--- src/r2p_pkg.sv ---
// Shared types, widths and constants for the rectangular-to-polar converter.
// Used by every module under src; depends on nothing.
package r2p_pkg;

  localparam int unsigned COORD_W  = 24;
  localparam int unsigned DIFF_W   = COORD_W + 1;
  localparam int unsigned MAG_W    = COORD_W;
  localparam int unsigned OUT_W    = 25;

  localparam int unsigned SUMSQ_W  = 2 * MAG_W + 1;
  localparam int unsigned SQ_W     = SUMSQ_W + 1;
  localparam int unsigned SQ_STEPS = 25;
  localparam int unsigned SQ_TOP   = 2 * (SQ_STEPS - 1);
  localparam int unsigned RND_W    = OUT_W + 1;

  localparam int unsigned PRE_SHIFT = 30;
  localparam int unsigned CD_W      = MAG_W + PRE_SHIFT + 3;
  localparam int unsigned CD_STEPS  = 28;
  localparam int unsigned Z_W       = 32;
  localparam int unsigned ZC_W      = Z_W - 1;

  localparam logic [OUT_W-1:0] RADIUS_MAX = 25'd33554431;
  localparam logic [OUT_W-1:0] DEG_90     = 25'd5898240;
  localparam logic [OUT_W-1:0] DEG_180    = 25'd11796480;
  localparam logic [OUT_W-1:0] DEG_360    = 25'd23592960;
  localparam logic [ZC_W-1:0]  Z_DEG_90   = 31'd1509949440;
  localparam logic [Z_W-1:0]   Z_HALF_LSB = 32'd128;

  localparam logic REG_CENTER_X = 1'b0;
  localparam logic REG_CENTER_Y = 1'b1;

  // atan(2^-i) in degrees, signed Q8.24
  localparam logic signed [Z_W-1:0] ATAN_TAB [CD_STEPS] = '{
    32'sd754974720, 32'sd445687602, 32'sd235489088, 32'sd119537938,
    32'sd60000934,  32'sd30029717,  32'sd15018523,  32'sd7509720,
    32'sd3754917,   32'sd1877466,   32'sd938734,    32'sd469367,
    32'sd234684,    32'sd117342,    32'sd58671,     32'sd29335,
    32'sd14668,     32'sd7334,      32'sd3667,      32'sd1833,
    32'sd917,       32'sd458,       32'sd229,       32'sd115,
    32'sd57,        32'sd29,        32'sd14,        32'sd7
  };

  typedef struct packed {
    logic neg_x;
    logic neg_y;
    logic zero_x;
    logic zero_y;
  } tag_t;

endpackage

--- src/r2p_isqrt.sv ---
// Pipelined distance: squares, sum, one root digit per stage, round, clamp.
// Depends on r2p_pkg.
module r2p_isqrt (
  input  logic                        clk,
  input  logic                        rst_n,
  input  logic                        en,
  input  logic                        in_vld,
  input  logic [r2p_pkg::MAG_W-1:0]   ax,
  input  logic [r2p_pkg::MAG_W-1:0]   ay,
  output logic                        out_vld,
  output logic [r2p_pkg::OUT_W-1:0]   radius
);

  localparam int unsigned PROD_W = 2 * r2p_pkg::MAG_W;

  logic [PROD_W-1:0]              pa_r, pb_r;
  logic [r2p_pkg::SQ_W-1:0]       sum_r;
  logic [r2p_pkg::SQ_W-1:0]       s_r [r2p_pkg::SQ_STEPS];
  logic [r2p_pkg::SQ_W-1:0]       q_r [r2p_pkg::SQ_STEPS];
  logic [r2p_pkg::RND_W-1:0]      rnd_r, rnd_nxt;
  logic [r2p_pkg::OUT_W-1:0]      radius_r, radius_nxt;
  logic                           vp_r, vs_r, vrnd_r, vout_r;
  logic [r2p_pkg::SQ_STEPS-1:0]   vstep_r;

  always_ff @(posedge clk) begin
    if (en) begin
      pa_r  <= ax * ax;
      pb_r  <= ay * ay;
      sum_r <= r2p_pkg::SQ_W'(pa_r) + r2p_pkg::SQ_W'(pb_r);
    end
  end

  for (genvar k = 0; k < r2p_pkg::SQ_STEPS; k++) begin : g_step
    localparam logic [r2p_pkg::SQ_W-1:0] BIT =
      r2p_pkg::SQ_W'(1) << (r2p_pkg::SQ_TOP - 2 * k);
    logic [r2p_pkg::SQ_W-1:0] sp, qp, trial, s_nxt, q_nxt;

    if (k == 0) begin : g_first
      assign sp = sum_r;
      assign qp = '0;
    end else begin : g_rest
      assign sp = s_r[k-1];
      assign qp = q_r[k-1];
    end

    always_comb begin
      trial = qp + BIT;
      if (sp >= trial) begin
        s_nxt = sp - trial;
        q_nxt = (qp >> 1) + BIT;
      end else begin
        s_nxt = sp;
        q_nxt = qp >> 1;
      end
    end

    always_ff @(posedge clk) begin
      if (en) begin
        s_r[k] <= s_nxt;
        q_r[k] <= q_nxt;
      end
    end
  end

  always_comb begin
    rnd_nxt = q_r[r2p_pkg::SQ_STEPS-1][r2p_pkg::RND_W-1:0];
    if (s_r[r2p_pkg::SQ_STEPS-1] > q_r[r2p_pkg::SQ_STEPS-1]) begin
      rnd_nxt = rnd_nxt + r2p_pkg::RND_W'(1);
    end
    if (rnd_r > r2p_pkg::RND_W'(r2p_pkg::RADIUS_MAX)) begin
      radius_nxt = r2p_pkg::RADIUS_MAX;
    end else begin
      radius_nxt = rnd_r[r2p_pkg::OUT_W-1:0];
    end
  end

  always_ff @(posedge clk) begin
    if (en) begin
      rnd_r    <= rnd_nxt;
      radius_r <= radius_nxt;
    end
  end

  always_ff @(posedge clk) begin
    if (!rst_n) begin
      vp_r    <= 1'b0;
      vs_r    <= 1'b0;
      vstep_r <= '0;
      vrnd_r  <= 1'b0;
      vout_r  <= 1'b0;
    end else if (en) begin
      vp_r    <= in_vld;
      vs_r    <= vp_r;
      vstep_r <= {vstep_r[r2p_pkg::SQ_STEPS-2:0], vs_r};
      vrnd_r  <= vstep_r[r2p_pkg::SQ_STEPS-1];
      vout_r  <= vrnd_r;
    end
  end

  assign out_vld = vout_r;
  assign radius  = radius_r;

endmodule

--- config.mk ---
export PLATFORM = sky130hd
export DESIGN_NAME = r2p_isqrt
export DESIGN_NICKNAME = d
export VERILOG_FILES = /design/src/r2p_pkg.sv /design/src/r2p_isqrt.sv
export SDC_FILE = /design/constraint.sdc
export NUM_CORES = 2
export LEC_CHECK = 0
export BUFFER_PORTS_ARGS = -buffer_cell sky130_fd_sc_hd__buf_4
export CAP_MARGIN = 5
export CELL_PAD_IN_SITES_DETAIL_PLACEMENT = 1
export CELL_PAD_IN_SITES_GLOBAL_PLACEMENT = 1
export CORE_ASPECT_RATIO = 1.2
export CORE_UTILIZATION = 55
export CTS_CLUSTER_DIAMETER = 30
export DETAILED_ROUTE_END_ITERATION = 6
export GPL_TIMING_DRIVEN = 0
export PLACE_DENSITY_LB_ADDON = 0.1
export SLEW_MARGIN = 20
export SYNTH_ARGS = -nofsm -noshare
export SYNTH_HDL_FRONTEND = slang
export SYNTH_SLANG_ARGS = --single-unit
--- constraint.sdc ---
create_clock -name clk -period 10.7 [get_ports clk]
set_input_delay 0.535 -clock clk [delete_from_list [all_inputs] [get_ports clk]]
set_output_delay 0.535 -clock clk [all_outputs]
set_load 0.01 [all_outputs]
== Yosys cells after proc, flatten, opt, wreduce, memory -nomap -nowiden ==
Memories as Yosys holds them, arrays and structs flattened.
Index checks and enable logic that the tools add are counted.
Word-level totals
  memories kept: 2
  RAM bits: 2500
  register bits: 226
  output and inout port bits: 26
Operators by class
  add/subtract/negate cells: 75
  $mul: 2
  order comparisons: 27
  multiplexer cells: 53
Memory list
  q_r: words 25, bits a word 50, read ports 25, clocked after Yosys merged registers in 0, wr ports 25, line r2p_isqrt.sv:19  | logic [r2p_pkg::SQ_W-1:0] q_r [r2p_pkg::SQ_STEPS];
  s_r: words 25, bits a word 50, read ports 25, clocked after Yosys merged registers in 0, wr ports 25, line r2p_isqrt.sv:18  | logic [r2p_pkg::SQ_W-1:0] s_r [r2p_pkg::SQ_STEPS];
Operators by type and width (count)
  2-to-1 mux 50 bit: 49
  >= comparator 50 bit: 24
  subtractor 50 bit: 24
  multiplier 24 x 24 -> 48 bit: 2
  adder 49 x 1 -> 50 bit (second input constant): 1
  adder 49 x 11 -> 50 bit (second input constant): 1
  adder 49 x 13 -> 50 bit (second input constant): 1
  adder 49 x 15 -> 50 bit (second input constant): 1
  adder 49 x 17 -> 50 bit (second input constant): 1
  adder 49 x 19 -> 50 bit (second input constant): 1
  adder 49 x 21 -> 50 bit (second input constant): 1
  adder 49 x 23 -> 50 bit (second input constant): 1
  adder 49 x 25 -> 50 bit (second input constant): 1
  adder 49 x 27 -> 50 bit (second input constant): 1
  adder 49 x 29 -> 50 bit (second input constant): 1
  adder 49 x 3 -> 50 bit (second input constant): 1
  adder 49 x 31 -> 50 bit (second input constant): 1
  adder 49 x 33 -> 50 bit (second input constant): 1
  adder 49 x 35 -> 50 bit (second input constant): 1
  adder 49 x 37 -> 50 bit (second input constant): 1
  adder 49 x 39 -> 50 bit (second input constant): 1
  adder 49 x 41 -> 50 bit (second input constant): 1
  adder 49 x 43 -> 50 bit (second input constant): 1
  adder 49 x 45 -> 50 bit (second input constant): 1
  other kinds (37): 38

== Logic depth before layout (Yosys ltp) ==
An unclocked memory read counts as a cell.
  depth after elaboration: 4
  depth in mapped cells: 29
  depth with buffers taken out: 27

== Least setup slack after synthesis ==
No wires, ideal clock.
  path type: input to register
  start: in ax[18] (netlist name)
  end: reg pa_r[47] (data pin)
  buffers on the path: 3
  library setup time: 260 ps
  setup slack: 3349 ps
  required time: 10440 ps
  stages: 26
  data arrival time: 7091 ps
  path through: clkbuf_1 clkbuf_1 nand2_1 fa_1 inv_1 fa_1 inv_1 fa_1 fa_1 inv_1 fa_1 fa_1 inv_1 fa_1 inv_1 ha_1 clkbuf_1 and4_1 nand3_1 o41ai_1 a211oi_1 a21oi_1 a31oi_1 o21ai_0 a21oi_1 xnor2_1
Between the ends
  longest elaborated chain between the ends: 1
Ends and longest elaborated chain
  from (decl): line r2p_isqrt.sv:8  | input logic [r2p_pkg::MAG_W-1:0] ax,
  multiplier 24 x 24 -> 48 bit: line r2p_isqrt.sv:27  | pa_r <= ax * ax;
  to (signal assigned): line r2p_isqrt.sv:27
  to (decl): line r2p_isqrt.sv:16  | logic [PROD_W-1:0] pa_r, pb_r;
No other way between the ends.
A chain may end at the register's enable or synchronous reset.

== Worst setup path in the final report ==
Same ends and word-level chain as after synthesis.

==> out/qor.yml <==
layout:
  area_growth_pct: 14.2
  nFillCells: 21600
  post-route-util: 0.633
  final_cell_mix: "edfxtp_1, inv_1, fa_1"
  final_common_cell: "edfxtp_1"
  final_nets: 12400
  drive_gt1_frac: 0.0743
logic_synthesis:
  syn_inst: 10300
  ys_ff_latch: 1798
  ys_seq_area_frac: 0.457
  avgSynthCellArea_sq_um: 11.5
  yosys.area.top_type: "edfxtp_1"
  yosysUniqueCellTypes: 91
  synth_area_leaders: "edfxtp_1, fa_1, ha_1, inv_1, xnor2_1"
  synth_ff_type: "edfxtp_1"
  netlist.area_leader.share: 0.452
  syn-cell-area_sq_mm: 0.118
  synth-edff-count: 1769
  synthArstFlopShare: 0
  yosysWarnings: 0
run_status:
  status: "finished, violations left"
  violations: "design-rule violations"
critical_path:
  cp_max_fo: 10
  cp_top_family: "adder cells"
  startpoint_type: "input port"
  cp-end-kind: "flop"
  required_ns: 11.43
  cp_slowest_cell: "o41ai_1"
  cp.arrival_ns: 9.77
  crit_buf_inv: 9
  critical_path_class: "input port to flop"
  cpMostUsedCell: "fa_1"
  r2r_setup_slack_ns: 5.67
  cpPeakStageDelay_ns: 1.02
die:
  dieWidth_microns: 424
  dieArea_sq_mm: 0.216
  core-area_sq_mm: 0.212
  pin_count: 78
  die_h_microns: 509
  rows: 185
  floorplan.initialDensity: 0.555
routing:
  routedWlPerCell_microns: 26.3
  vias: 81300
  drc_errors: 8
  drt_pass1_iterations: 7
  antenna_left: 0
  avgViaCountPerCell: 5.88
  drtIter0Drc: 4448
  wl_mm: 363
global_routing:
  grt_use_total: 0.340
  grt_pass1_vias: 92000
  antenna_found_initial: 8
  grt_pass1_wl_mm: 550
  grt_max_degree: 172
  overflow: 0
clocking:
  postCtsHoldBufs: 6
  cts_root_buf: "clkbuf_16"
  tritoncts: "yes"
  path_clk_slew_ns: 0.05
  h-tree-depth: 5
  cts_resized: 0
  cts.sinks: 1798
  clk_latency_ns: 0.97
  numCtsBuffers: 364
  clock_path_buffers: 4
  post-cts-setup-buffer-count: 0
timing:
  setup_tns_ns: 0
  maxSlewViolCount: 0
  max_freq_ghz: 0.111
  tightest_slew_ns: 1.19
  hold_viol_final: 0
  slew_headroom: 0.198
  skew_ns: 0.0762
  finalCritPeriodShare: 0.845
  min_period_ns: 9.04
  rsz0062_at_grt: "false"
  setup_viol: 0
placed_design:
  routabilityCongestion: 0.912
  port_buffers: 76
  hpwl_mm: 273
min_path:
  hold_class: "input port to flop"
run:
  cap_violations: 0
-- through the flow --
stage,setup slack (ns),instances,hold slack [ns],cell area (sq um)
global placement,-6.35,13100,0.401,122000
floorplan,3.35,10300,0.400,118000
global route,1.33,13800,0.0566,134000
CTS,1.78,13800,0.0237,134000
finish,1.66,13800,0.0713,134000
detailed placement,0.828,13200,0.406,122000
-- registers in the layout, summed over array words and instances, names as in the netlist --
signal,count
s_r,1250
q_r,325
g_step.sp,49
pa_r,47
pb_r,47
rnd_r,26
radius,25
vstep_r,25
out_vld,1
vp_r,1
vrnd_r,1
vs_r,1
-- cells in the mapped netlist (all sizes together) (22+ instances only) --
master  instances
xnor2         377
dfxtp          29
a21o          195
nand3b         30
nor4b          27
o31ai          60
o21a           93
o21ai         412
nor2b         109
mux2i          42
mux2           41
or3            77
a21boi         31
nand3         108
nor4          217
nor3          196
or4            48
a211o          27
nand2         802
ha            773
inv          1652
clkbuf        209
buf            22
nor2          426
o211ai         24
nand4          96
o21bai         38
a211oi         35
xor2          340
a31oi          36
or2            64
fa            850
a21oi         411
and3           42
and2          266
edfxtp       1769
nand2b         89
-- metal layers --
metal,part of all wire,global-route usage,vias to the layer above
li1,-,-,36300
met4,0.088,0.260,2
met3,0.038,0.0472,1252
met5,0.000047,0,-
met2,0.54,0.644,2348
met1,0.33,0.330,41400
-- final cells by class --
cell class                 instances  area [sq um]  area share
buffer                           231           908     0.00676
antenna                            6          15.0    0.000112
tap                             2805          3510      0.0261
timing repair buffer              96           992     0.00739
multi-input combinational       6581         56800       0.423
clock buffer                     407          9440      0.0703
inverter                        1652          6200      0.0462
sequential                      1798         53700       0.400
clock inverter                   235          2670      0.0199
-- cells by family after synthesis --
| kind of cell | after synthesis | share of synthesized area |
|---|---|---|
| buffers and inverters | 1883 | 0.0605 |
| other | 1 | 0.0000319 |
| multiplexers | 83 | 0.00750 |
| AO/OA/AOI/OAI | 1482 | 0.0787 |
| AND/OR/NAND/NOR | 2674 | 0.116 |
| flip-flops | 1798 | 0.457 |
| adder cells (fa/ha/maj) | 1623 | 0.227 |
| XOR/XNOR | 717 | 0.0534 |
-- final timing paths --
path,to,start,cells after the start
worst max-delay path,pa_r[47],ax[18],27
worst min-delay path,pb_r[29],en,1
worst max register to register,s_r[2][399],q_r[2][304],12
worst min register to register,q_r[1][186],q_r[1][137],0
Power is not shown: default switching activity piles up to over one toggle a cycle in this logic, so the estimate is an artifact.
