## config.mk

```make
export PLATFORM = sky130hd
export DESIGN_NAME = r2p_offset
export DESIGN_NICKNAME = d
export VERILOG_FILES = /design/src/r2p_pkg.sv /design/src/r2p_offset.sv
export SDC_FILE = /design/constraint.sdc
export NUM_CORES = 1
export LEC_CHECK = 0
export ABC_AREA = 0
export ABC_CLOCK_PERIOD_IN_PS = 2800
export BUFFER_PORTS_ARGS = -buffer_cell sky130_fd_sc_hd__buf_2
export CORE_MARGIN = 5
export CORE_UTILIZATION = 55
export CTS_CLUSTER_DIAMETER = 30
export DETAILED_ROUTE_END_ITERATION = 7
export GPL_TIMING_DRIVEN = 0
export PLACE_DENSITY = 0.78
export SLEW_MARGIN = 25
export SYNTH_ARGS = -nofsm -noshare
export SYNTH_HDL_FRONTEND = slang
export SYNTH_SLANG_ARGS = --single-unit
```

## constraint.sdc

```tcl
create_clock -name clk -period 2.8 [get_ports clk]
set_input_delay 0.28 -clock clk [delete_from_list [all_inputs] [get_ports clk]]
set_output_delay 0.28 -clock clk [all_outputs]
set_load 0.05 [all_outputs]
```

## src/r2p_pkg.sv

```systemverilog
// Shared types, widths and constants for the rectangular-to-polar converter.
// Used by every module under src; depends on nothing.
package r2p_pkg;

  localparam int unsigned COORD_W  = 24;
  localparam int unsigned DIFF_W   = COORD_W + 1;
  localparam int unsigned MAG_W    = COORD_W;
  localparam int unsigned OUT_W    = 25;

  localparam int unsigned SUMSQ_W  = 2 * MAG_W + 1;
  localparam int unsigned SQ_W     = SUMSQ_W + 1;
  localparam int unsigned SQ_STEPS = 25;
  localparam int unsigned SQ_TOP   = 2 * (SQ_STEPS - 1);
  localparam int unsigned RND_W    = OUT_W + 1;

  localparam int unsigned PRE_SHIFT = 30;
  localparam int unsigned CD_W      = MAG_W + PRE_SHIFT + 3;
  localparam int unsigned CD_STEPS  = 28;
  localparam int unsigned Z_W       = 32;
  localparam int unsigned ZC_W      = Z_W - 1;

  localparam logic [OUT_W-1:0] RADIUS_MAX = 25'd33554431;
  localparam logic [OUT_W-1:0] DEG_90     = 25'd5898240;
  localparam logic [OUT_W-1:0] DEG_180    = 25'd11796480;
  localparam logic [OUT_W-1:0] DEG_360    = 25'd23592960;
  localparam logic [ZC_W-1:0]  Z_DEG_90   = 31'd1509949440;
  localparam logic [Z_W-1:0]   Z_HALF_LSB = 32'd128;

  localparam logic REG_CENTER_X = 1'b0;
  localparam logic REG_CENTER_Y = 1'b1;

  // atan(2^-i) in degrees, signed Q8.24
  localparam logic signed [Z_W-1:0] ATAN_TAB [CD_STEPS] = '{
    32'sd754974720, 32'sd445687602, 32'sd235489088, 32'sd119537938,
    32'sd60000934,  32'sd30029717,  32'sd15018523,  32'sd7509720,
    32'sd3754917,   32'sd1877466,   32'sd938734,    32'sd469367,
    32'sd234684,    32'sd117342,    32'sd58671,     32'sd29335,
    32'sd14668,     32'sd7334,      32'sd3667,      32'sd1833,
    32'sd917,       32'sd458,       32'sd229,       32'sd115,
    32'sd57,        32'sd29,        32'sd14,        32'sd7
  };

  typedef struct packed {
    logic neg_x;
    logic neg_y;
    logic zero_x;
    logic zero_y;
  } tag_t;

endpackage

```

## src/r2p_offset.sv

```systemverilog
// Front stages: subtract the center, then take magnitudes and quadrant flags.
// Depends on r2p_pkg.
module r2p_offset (
  input  logic                              clk,
  input  logic                              rst_n,
  input  logic                              en,
  input  logic                              in_vld,
  input  logic signed [r2p_pkg::COORD_W-1:0] px,
  input  logic signed [r2p_pkg::COORD_W-1:0] py,
  input  logic signed [r2p_pkg::COORD_W-1:0] cx,
  input  logic signed [r2p_pkg::COORD_W-1:0] cy,
  output logic                              out_vld,
  output logic [r2p_pkg::MAG_W-1:0]         ax,
  output logic [r2p_pkg::MAG_W-1:0]         ay,
  output r2p_pkg::tag_t                     tag
);

  logic signed [r2p_pkg::DIFF_W-1:0] dx_r, dy_r, dx_nxt, dy_nxt;
  logic signed [r2p_pkg::DIFF_W-1:0] mx, my;
  logic [r2p_pkg::MAG_W-1:0]         ax_r, ay_r;
  r2p_pkg::tag_t                     tag_r, tag_nxt;
  logic                              v1_r, v2_r;

  assign dx_nxt = {px[r2p_pkg::COORD_W-1], px} - {cx[r2p_pkg::COORD_W-1], cx};
  assign dy_nxt = {py[r2p_pkg::COORD_W-1], py} - {cy[r2p_pkg::COORD_W-1], cy};

  assign mx = dx_r[r2p_pkg::DIFF_W-1] ? -dx_r : dx_r;
  assign my = dy_r[r2p_pkg::DIFF_W-1] ? -dy_r : dy_r;

  always_comb begin
    tag_nxt.neg_x  = dx_r[r2p_pkg::DIFF_W-1];
    tag_nxt.neg_y  = dy_r[r2p_pkg::DIFF_W-1];
    tag_nxt.zero_x = (dx_r == '0);
    tag_nxt.zero_y = (dy_r == '0);
  end

  always_ff @(posedge clk) begin
    if (!rst_n) begin
      v1_r <= 1'b0;
      v2_r <= 1'b0;
    end else if (en) begin
      v1_r <= in_vld;
      v2_r <= v1_r;
    end
  end

  always_ff @(posedge clk) begin
    if (en) begin
      dx_r  <= dx_nxt;
      dy_r  <= dy_nxt;
      ax_r  <= mx[r2p_pkg::MAG_W-1:0];
      ay_r  <= my[r2p_pkg::MAG_W-1:0];
      tag_r <= tag_nxt;
    end
  end

  assign out_vld = v2_r;
  assign ax      = ax_r;
  assign ay      = ay_r;
  assign tag     = tag_r;

endmodule

```

Word level (Yosys, flattened, before mapping)
Index checks and enable logic that the tools add are counted.
{ "word_totals": {"reg_bits": 104, "output_inout_bits": 53, "elab_cells": 18} }
{ "classes": {"add_sub_neg": 4, "n_mux": 2, "n_reduce_logical": 2} }
{ "ops": {"columns": ["operator", "count"], "rows": [
  ["25-bit logical NOT", 2],
  ["24-bit by 24-bit subtractor with 25-bit output", 2],
  ["24-bit two-way mux", 2],
  ["24-bit negator", 2]
]} }

Logic depth before layout (Yosys ltp)
Gate-level depths: netlist of the first run.
{ "logic_depth": {"depth_word": 2, "ltp_mapped": 10, "depth_no_buf": 10} }

Least setup slack after synthesis of the first run
No wires, ideal clock.
{ "synth_path": {"path_type": "input to register", "from": "input px[0] (netlist name)", "to": "register dx_r[22] (netlist name), data pin", "setup_time_ns": 0.281, "arrival_time_ns": 2.346, "path_slack_ns": 0.172, "path_stages": 10, "path_buffers": 0, "path_cell_list": "inv_1 > ha_1 > fa_1 > nand2b_1 > a21o_1 > a21oi_1 > a211o_1 > a311oi_1 > o311ai_0 > xor2_1"} }
{ "synth_between": {"elab_chain_cells": 1} }
{ "synth_lines": {"columns": ["item", "line_no", "text"], "rows": [
  ["from (decl)", "r2p_offset.sv:8", "input logic signed [r2p_pkg::COORD_W-1:0] px,"],
  ["24-bit by 24-bit subtractor with 25-bit output", "r2p_offset.sv:24", "assign dx_nxt = {px[r2p_pkg::COORD_W-1], px} - {cx[r2p_pkg::COORD_W-1], cx};"],
  ["named net dx_nxt (one bit)", "r2p_offset.sv:18", "logic signed [r2p_pkg::DIFF_W-1:0] dx_r, dy_r, dx_nxt, dy_nxt;"],
  ["to (signal assigned)", "r2p_offset.sv:49", "dx_r <= dx_nxt;"],
  ["to (decl)", "r2p_offset.sv:18", null]
]} }
The timed path passes the listed nets, and every way through them passes these cells.
A chain may end at the register's enable or synchronous reset.

Worst setup path in the final report of the first run
{ "layout_path": {"from": "register dy_r[7] (netlist name)", "to": "register ay_r (netlist bit ay[20]), data pin"} }
{ "layout_between": {"elab_chain_cells": 2} }
{ "layout_lines": {"columns": ["item", "line_no", "text"], "rows": [
  ["from (decl)", "r2p_offset.sv:18", null],
  ["from (signal assigned)", "r2p_offset.sv:50", "dy_r <= dy_nxt;"],
  ["24-bit negator", "r2p_offset.sv:28", "assign my = dy_r[r2p_pkg::DIFF_W-1] ? -dy_r : dy_r;"],
  ["24-bit two-way mux", "r2p_offset.sv:28", null],
  ["named net my (one bit)", "r2p_offset.sv:19", "logic signed [r2p_pkg::DIFF_W-1:0] mx, my;"],
  ["to (signal assigned)", "r2p_offset.sv:52", "ay_r <= my[r2p_pkg::MAG_W-1:0];"],
  ["to (decl)", "r2p_offset.sv:20", "logic [r2p_pkg::MAG_W-1:0] ax_r, ay_r;"]
]} }
The timed path passes the listed nets, and every way through them passes these cells.

==> run metrics, run 1 <==
Post-Synth Adder-Cell Area=9.974%; die width=120.2 um; Max Cap Viol=0; Hold WC Path Type=in -> reg; Compound-Gate Fraction of Synth Area=15.82%; post-synthesis async set-or-reset flop share=0%; largest net degree at the start of global routing=59; # setup viols final=0; hold buffers post-CTS=0; CP dominant cell by count=or4_4; CP cell instances=or4_4 -> or4_4 -> or4_4 -> nand2b_4 -> o21ai_0 -> xnor2_1; initial antenna violation count=0; maximum VDD drop=0.3073 mV; flip-flop and latch count after synthesis=104; Final Hold Viols=0; worst rel slew slack=48.84%; DRT iter0 DRCs=371; Detail Route Antenna Nets=0; Detailed Route WL=14.69 mm; actual slew at the worst max-slew pin=0.7591 ns; Post-synth top cells=102 x edfxtp_1, 72 x inv_1, 63 x xnor2_1; CP delay by family, top=simple AND/OR/NAND/NOR gates; CP max FO=4; CTS resizes=1; syn_nets=787; CTS Sinks=104; clock tree from TritonCTS=built; Worst Setup SP=dy_r[7]; Worst setup EP type=register; WHS=0.1828 ns; via count=5,354; GPL Wtd Cong=0.9408; simple-gate area share of the yosys netlist=12.52%; Post-synth top flop=edfxtp_1; status=finished, final reports clean; sequential share of the synthesized area=46.49%; fraction of layout cells with a size suffix above 1=23.63%; worst path bufs/invs=0; PwrDens=632.7 mW/mm^2; most frequent cell after synthesis=edfxtp_1; Yosys top cell area share=45.89%; cell depth of the worst setup path=6; first-pass GRT wire length=23.49 mm; Post-CTS Setup Bufs=0; core area=0.01196 sq mm; mux cell area share after synthesis=0.4499%; DRC viols=0; Final Critical Period=2.667 ns; Layout Cell Area excl Fill=0.007983 sq mm; synthesis-to-layout area growth=19.61%; Crit Path Class=reg -> reg; Setup TNS=0 ns; grt ovf=0; Setup crit start kind=register; Die Height=120.2 um; Final Skew=0.006649 ns; RSZ-0062 raised after global routing=false; wire length per cell=15.45 um; H-tree lvl count=3; hold depth=2; Root Driver=clkbuf_16; Synth cell types=57; total design power=5.051 mW; Final Max Slew Viols=0; EDFF count, synth=102; area of the die=0.01444 sq mm; synth top area cells=edfxtp_1 46%, ha_1 9.4%, xnor2_1 8.3%; drt pass-1 iters=5; TritonCTS Buffers=9; worst hold start=rst_n; syn avg cell area=10.51 sq um; Starting Density=55.79%; FP Rows=40; # IOs=153; Post-Synthesis Cells=635; vias in the first global route=4,991; leading area contributor after synthesis=edfxtp_1; IO Port Bufs=152; Ant. Diodes=0; Post-DP Area=0.007660 sq mm; warnings from Yosys=0; largest family of logic cells by synthesized area=compound AO/OA/AOI/OAI gates; area of the mapped netlist=0.006674 sq mm; clk slew on worst S/H paths=0.07 ns; max incr delay on CP=0.56 ns; Leak Pwr=3.495 nW; Fmax=0.3750 GHz; crit path max-delay cell type=or4_4; deepest clock path buffer count=2; Final #Nets=951; vias per cell=5.630; Data arrival, critical path=2.74 ns; reg2reg path depth=6; Worst Path Required=2.87 ns; Final Cycle Share=95.25%; aggregate global-route resource usage=19.87%; FF-to-FF Start=dy_r[7]; latest clock arrival within the worst-skew pair=0.33 ns; hpwl dp=11.63 mm; XOR/XNOR share of the synthesized area=10.24%
==> power breakdown <==
part / internal, mW / total [mW] / switching, mW
clock: 0.698 / 1.23 / 0.529
sequential: 2.06 / 2.24 / 0.181
combinational: 0.554 / 1.58 / 1.02
==> flip-flops by register name, summed over array words and instances (netlist names) <==
| name | count |
|---|---|
| v1_r | 1 |
| dx_r | 25 |
| tag | 4 |
| dy_r | 25 |
| ay | 24 |
| out_vld | 1 |
| ax | 24 |
==> layout make-up <==
class                           count  area (sq um)
Tap cell                          147         183.9
Multi-Input combinational cell    451          3303
Inverter                           72         270.3
Fill cell                         911          3979
Clock buffer                       10         229.0
Timing Repair Buffer              153         794.5
Buffer                              8         30.03
Sequential cell                   104          3103
Clock inverter                      6         68.82
==> layer usage <==
layer / track usage (%) / up-vias / routed length [um]
met3: 3.346 / 21 / 952
met4: 5.440 / 0 / 209
met1: 27.47 / 2484 / 6661
met5: 0 / - / 0
li1: - / 2651 / -
met2: 32.46 / 198 / 6870
==> path summary, 6_finish.rpt <==
check | slack, ns | end
setup reg to reg | 0.13 | ay[20]
hold reg to reg | 0.51 | ay[0]
setup / recovery | 0.13 | ay[20]
hold / removal | 0.18 | out_vld
==> cells in the final DEF, fill, tap and decap left out, types with 3 or more instances in the layout <==
cell,synthesis,final
nor4_1,7,6
nor3_1,9,9
inv_1,72,72
o211ai_1,3,3
o21ai_0,40,40
nand4_1,4,4
nand2b_1,11,11
nand2_1,48,48
or4_1,3,3
clkbuf_1,8,9
a21o_1,18,18
nor2b_1,9,9
a21boi_0,5,4
xnor2_1,63,63
a31oi_1,3,3
mux2i_1,3,3
nor2_1,32,32
and2_1,3,3
a211oi_1,3,3
nand3_1,14,14
a21oi_1,35,34
xor2_1,15,15
ha_1,50,50
a311oi_1,3,3
o41ai_1,6,4
o31ai_1,14,14
edfxtp_1,102,102
or4_4,6,6
o21a_1,6,6
clkbuf_16,0,9
buf_2,0,151
o41ai_2,1,3
==> stage by stage <==
step           utilization, %  instances  setup WS, ns
2_1_floorplan               -        635        0.1725
3_3_place_gp            63.69        934       -0.2872
3_5_place_dp            64.04        935       -0.4479
4_1_cts                 66.53        951       0.05609
5_1_grt                 66.74        951       0.01835
6_report                66.74        951        0.1330
==> cell families (layout without fill, tap and decap cells) <==
logic type	Yosys count	in the layout
xor gates and xnor gates	78	78
and+or+nand+nor	161	161
AOI/OAI and AO/OA	157	157
muxes	3	3
DFF	104	104
buffers and inverters	80	249
adders and majority gates	52	52
Note: power is estimated with default switching activity, not from simulation.
==> inputs of run 2 (changes only) <==
--- a/config.mk
+++ b/config.mk
@@ -7,13 +7,14 @@
 export LEC_CHECK = 0
 export ABC_AREA = 0
 export ABC_CLOCK_PERIOD_IN_PS = 2800
-export BUFFER_PORTS_ARGS = -buffer_cell sky130_fd_sc_hd__buf_2
+export BUFFER_PORTS_ARGS = -buffer_cell sky130_fd_sc_hd__clkbuf_2
 export CORE_MARGIN = 5
 export CORE_UTILIZATION = 55
 export CTS_CLUSTER_DIAMETER = 30
 export DETAILED_ROUTE_END_ITERATION = 7
 export GPL_TIMING_DRIVEN = 0
 export PLACE_DENSITY = 0.78
+export SETUP_SLACK_MARGIN = 0.05
 export SLEW_MARGIN = 25
 export SYNTH_ARGS = -nofsm -noshare
 export SYNTH_HDL_FRONTEND = slang
==> run metrics, run 2 (synthesis gave the netlist of run 1 again) <==
IO Port Bufs=152 (unchanged); hpwl dp=11.56 mm (-0.67%); grt ovf=0 (unchanged); synthesis-to-layout area growth=19.14%; Root Driver=clkbuf_16; Data arrival, critical path=2.70 ns (-0.04 ns); vias in the first global route=4,943 (-0.96%); Final Hold Viols=0 (unchanged); CTS resizes=1 (unchanged); utilization after layout=66.47% (-0.26 points); maximum VDD drop=0.2924 mV (-4.9%); Setup crit start kind=input port; GPL Wtd Cong=0.9498 (+0.96%); via count=5,266 (-1.6%); PwrDens=618.1 mW/mm^2 (-2.3%); Layout Cell Area excl Fill=0.007951 sq mm (-0.39%); deepest clock path buffer count=2 (unchanged); CP max FO=3 (-1); H-tree lvl count=3 (unchanged); aggregate global-route resource usage=19.90% (+0.022 points); largest net degree at the start of global routing=64 (+8.5%); wire length per cell=15.14 um (-2.0%); drt pass-1 iters=7 (+2); DRT iter0 DRCs=379 (+2.2%); largest registers=dx_r: 25 flops, dy_r: 25 flops; Final Critical Period=2.636 ns (-0.03098 ns); hold buffers post-CTS=0 (unchanged); core area=0.01196 sq mm (unchanged); commonest non-fill, non-tap cell in the layout=clkbuf_2; first-pass GRT wire length=23.28 mm (-0.88%); Leak Pwr=3.504 nW (+0.25%); actual slew at the worst max-slew pin=0.6984 ns (-0.06068 ns); Worst setup EP type=register; Crit Path Class=in -> reg; Hold WC Path Type=in -> reg; fraction of layout cells with a size suffix above 1=23.38% (-0.25 points); Final Cycle Share=94.14% (-1.1 points); initial antenna violation count=0 (unchanged); Final #Nets=951 (unchanged); placed cell count=935 (unchanged); Die Height=120.2 um (unchanged); die width=120.2 um (unchanged); Starting Density=55.79% (unchanged); # IOs=153 (unchanged); DRC viols=0 (unchanged); Ant. Diodes=0 (unchanged); Detailed Route WL=14.40 mm (-2.0%); vias per cell=5.537 (-1.6%); FP Rows=40 (unchanged); Worst Path Required=2.87 ns (about the same); latest clock arrival within the worst-skew pair=0.34 ns (about the same); Detail Route Antenna Nets=0 (unchanged); area of the die=0.01444 sq mm (unchanged); Post-CTS Setup Bufs=0 (unchanged); Final Skew=0.007915 ns (+0.001267 ns); CTS Sinks=104 (unchanged); Fmax=0.3794 GHz (+1.2%); commonest cells after routing, fill and taps aside=151 x clkbuf_2, 102 x edfxtp_1, 72 x inv_1; TritonCTS Buffers=9 (unchanged); WHS=0.1819 ns (-0.0008820 ns); Post-DP Area=0.007662 sq mm (about the same); worst rel slew slack=52.93% (+4.1 points); final cell count without fillers=951 (unchanged); # setup viols final=0 (unchanged); Max Cap Viol=0 (unchanged); Fillers=932 (+2.3%); RSZ-0062 raised after global routing=false; status=finished, final reports clean; clock tree from TritonCTS=built; Final Max Slew Viols=0 (unchanged); clk slew on worst S/H paths=0.06 ns (about the same)
==> run 2: changes by cell type in the layout (fill, tap and decap cells not counted) <==
cell	previous run	this run
bufinv_16	1	0
clkbuf_2	0	151
clkinv_1	0	3
clkbuf_1	9	8
clkbuf_8	0	1
clkinv_4	2	0
clkinvlp_4	1	3
buf_6	1	0
buf_2	151	0
inv_6	1	0
==> run 2: per-stage QoR <==
stage | TNS [ns] | power, mW | worst slack (ns)
after global routing | 0 | 5.165 | 0.05080
after CTS | 0 | 4.939 | 0.05948
final | 0 | 4.914 | 0.1640
after detailed placement | -1.478 | 3.828 | -0.4524
after floorplan | 0 | 3.395 | 0.1725
after global placement | -0.7861 | 3.771 | -0.2896
==> run 2: critical path: stages <==
cell and delay, ns:
clkbuf_2 0.08, inv_1 0.03, ha_1 0.22, fa_1 0.41, nand2b_1 0.19, a21o_1 0.19, a21oi_1 0.31, a211o_1 0.25
a311oi_1 0.19, o311ai_2 0.43, xor2_1 0.12
==> run 2: per-layer routing <==
metal	global-route usage (%)	share of wire, %	wire length (um)
met1	28.15	46	6658
met2	31.02	46	6664
met3	3.770	5.9	853
met4	6.371	1.6	225
met5	0	0	0
==> run 2: final cells by class <==
class	instances	area, sq um	area share (%)
tap	147	183.9	2.313
clock buffer	9	225.2	2.832
timing repair buffer	153	797.0	10.02
multi-input combinational	451	3303	41.54
buffer	8	30.03	0.3777
inverter	72	270.3	3.399
sequential	104	3103	39.02
clock inverter	7	38.79	0.4878
==> run 2: power breakdown <==
group | total (mW) | switching, mW | internal, mW
Sequential | 2.25 | 0.181 | 2.06
Combinational | 1.57 | 1.02 | 0.551
Clock | 1.10 | 0.511 | 0.591
==> run 2: worst paths after layout <==
| path | endpoint | cells after the start | slack (ns) | start |
|---|---|---|---|---|
| worst min register to register | ay[0] | 0 | 0.51 | dy_r[0] |
| worst max register to register | ay[22] | 6 | 0.17 | dy_r[8] |
| worst min-delay path | out_vld | 2 | 0.18 | rst_n |
| worst max-delay path | dx_r[22] | 11 | 0.16 | px[0] |
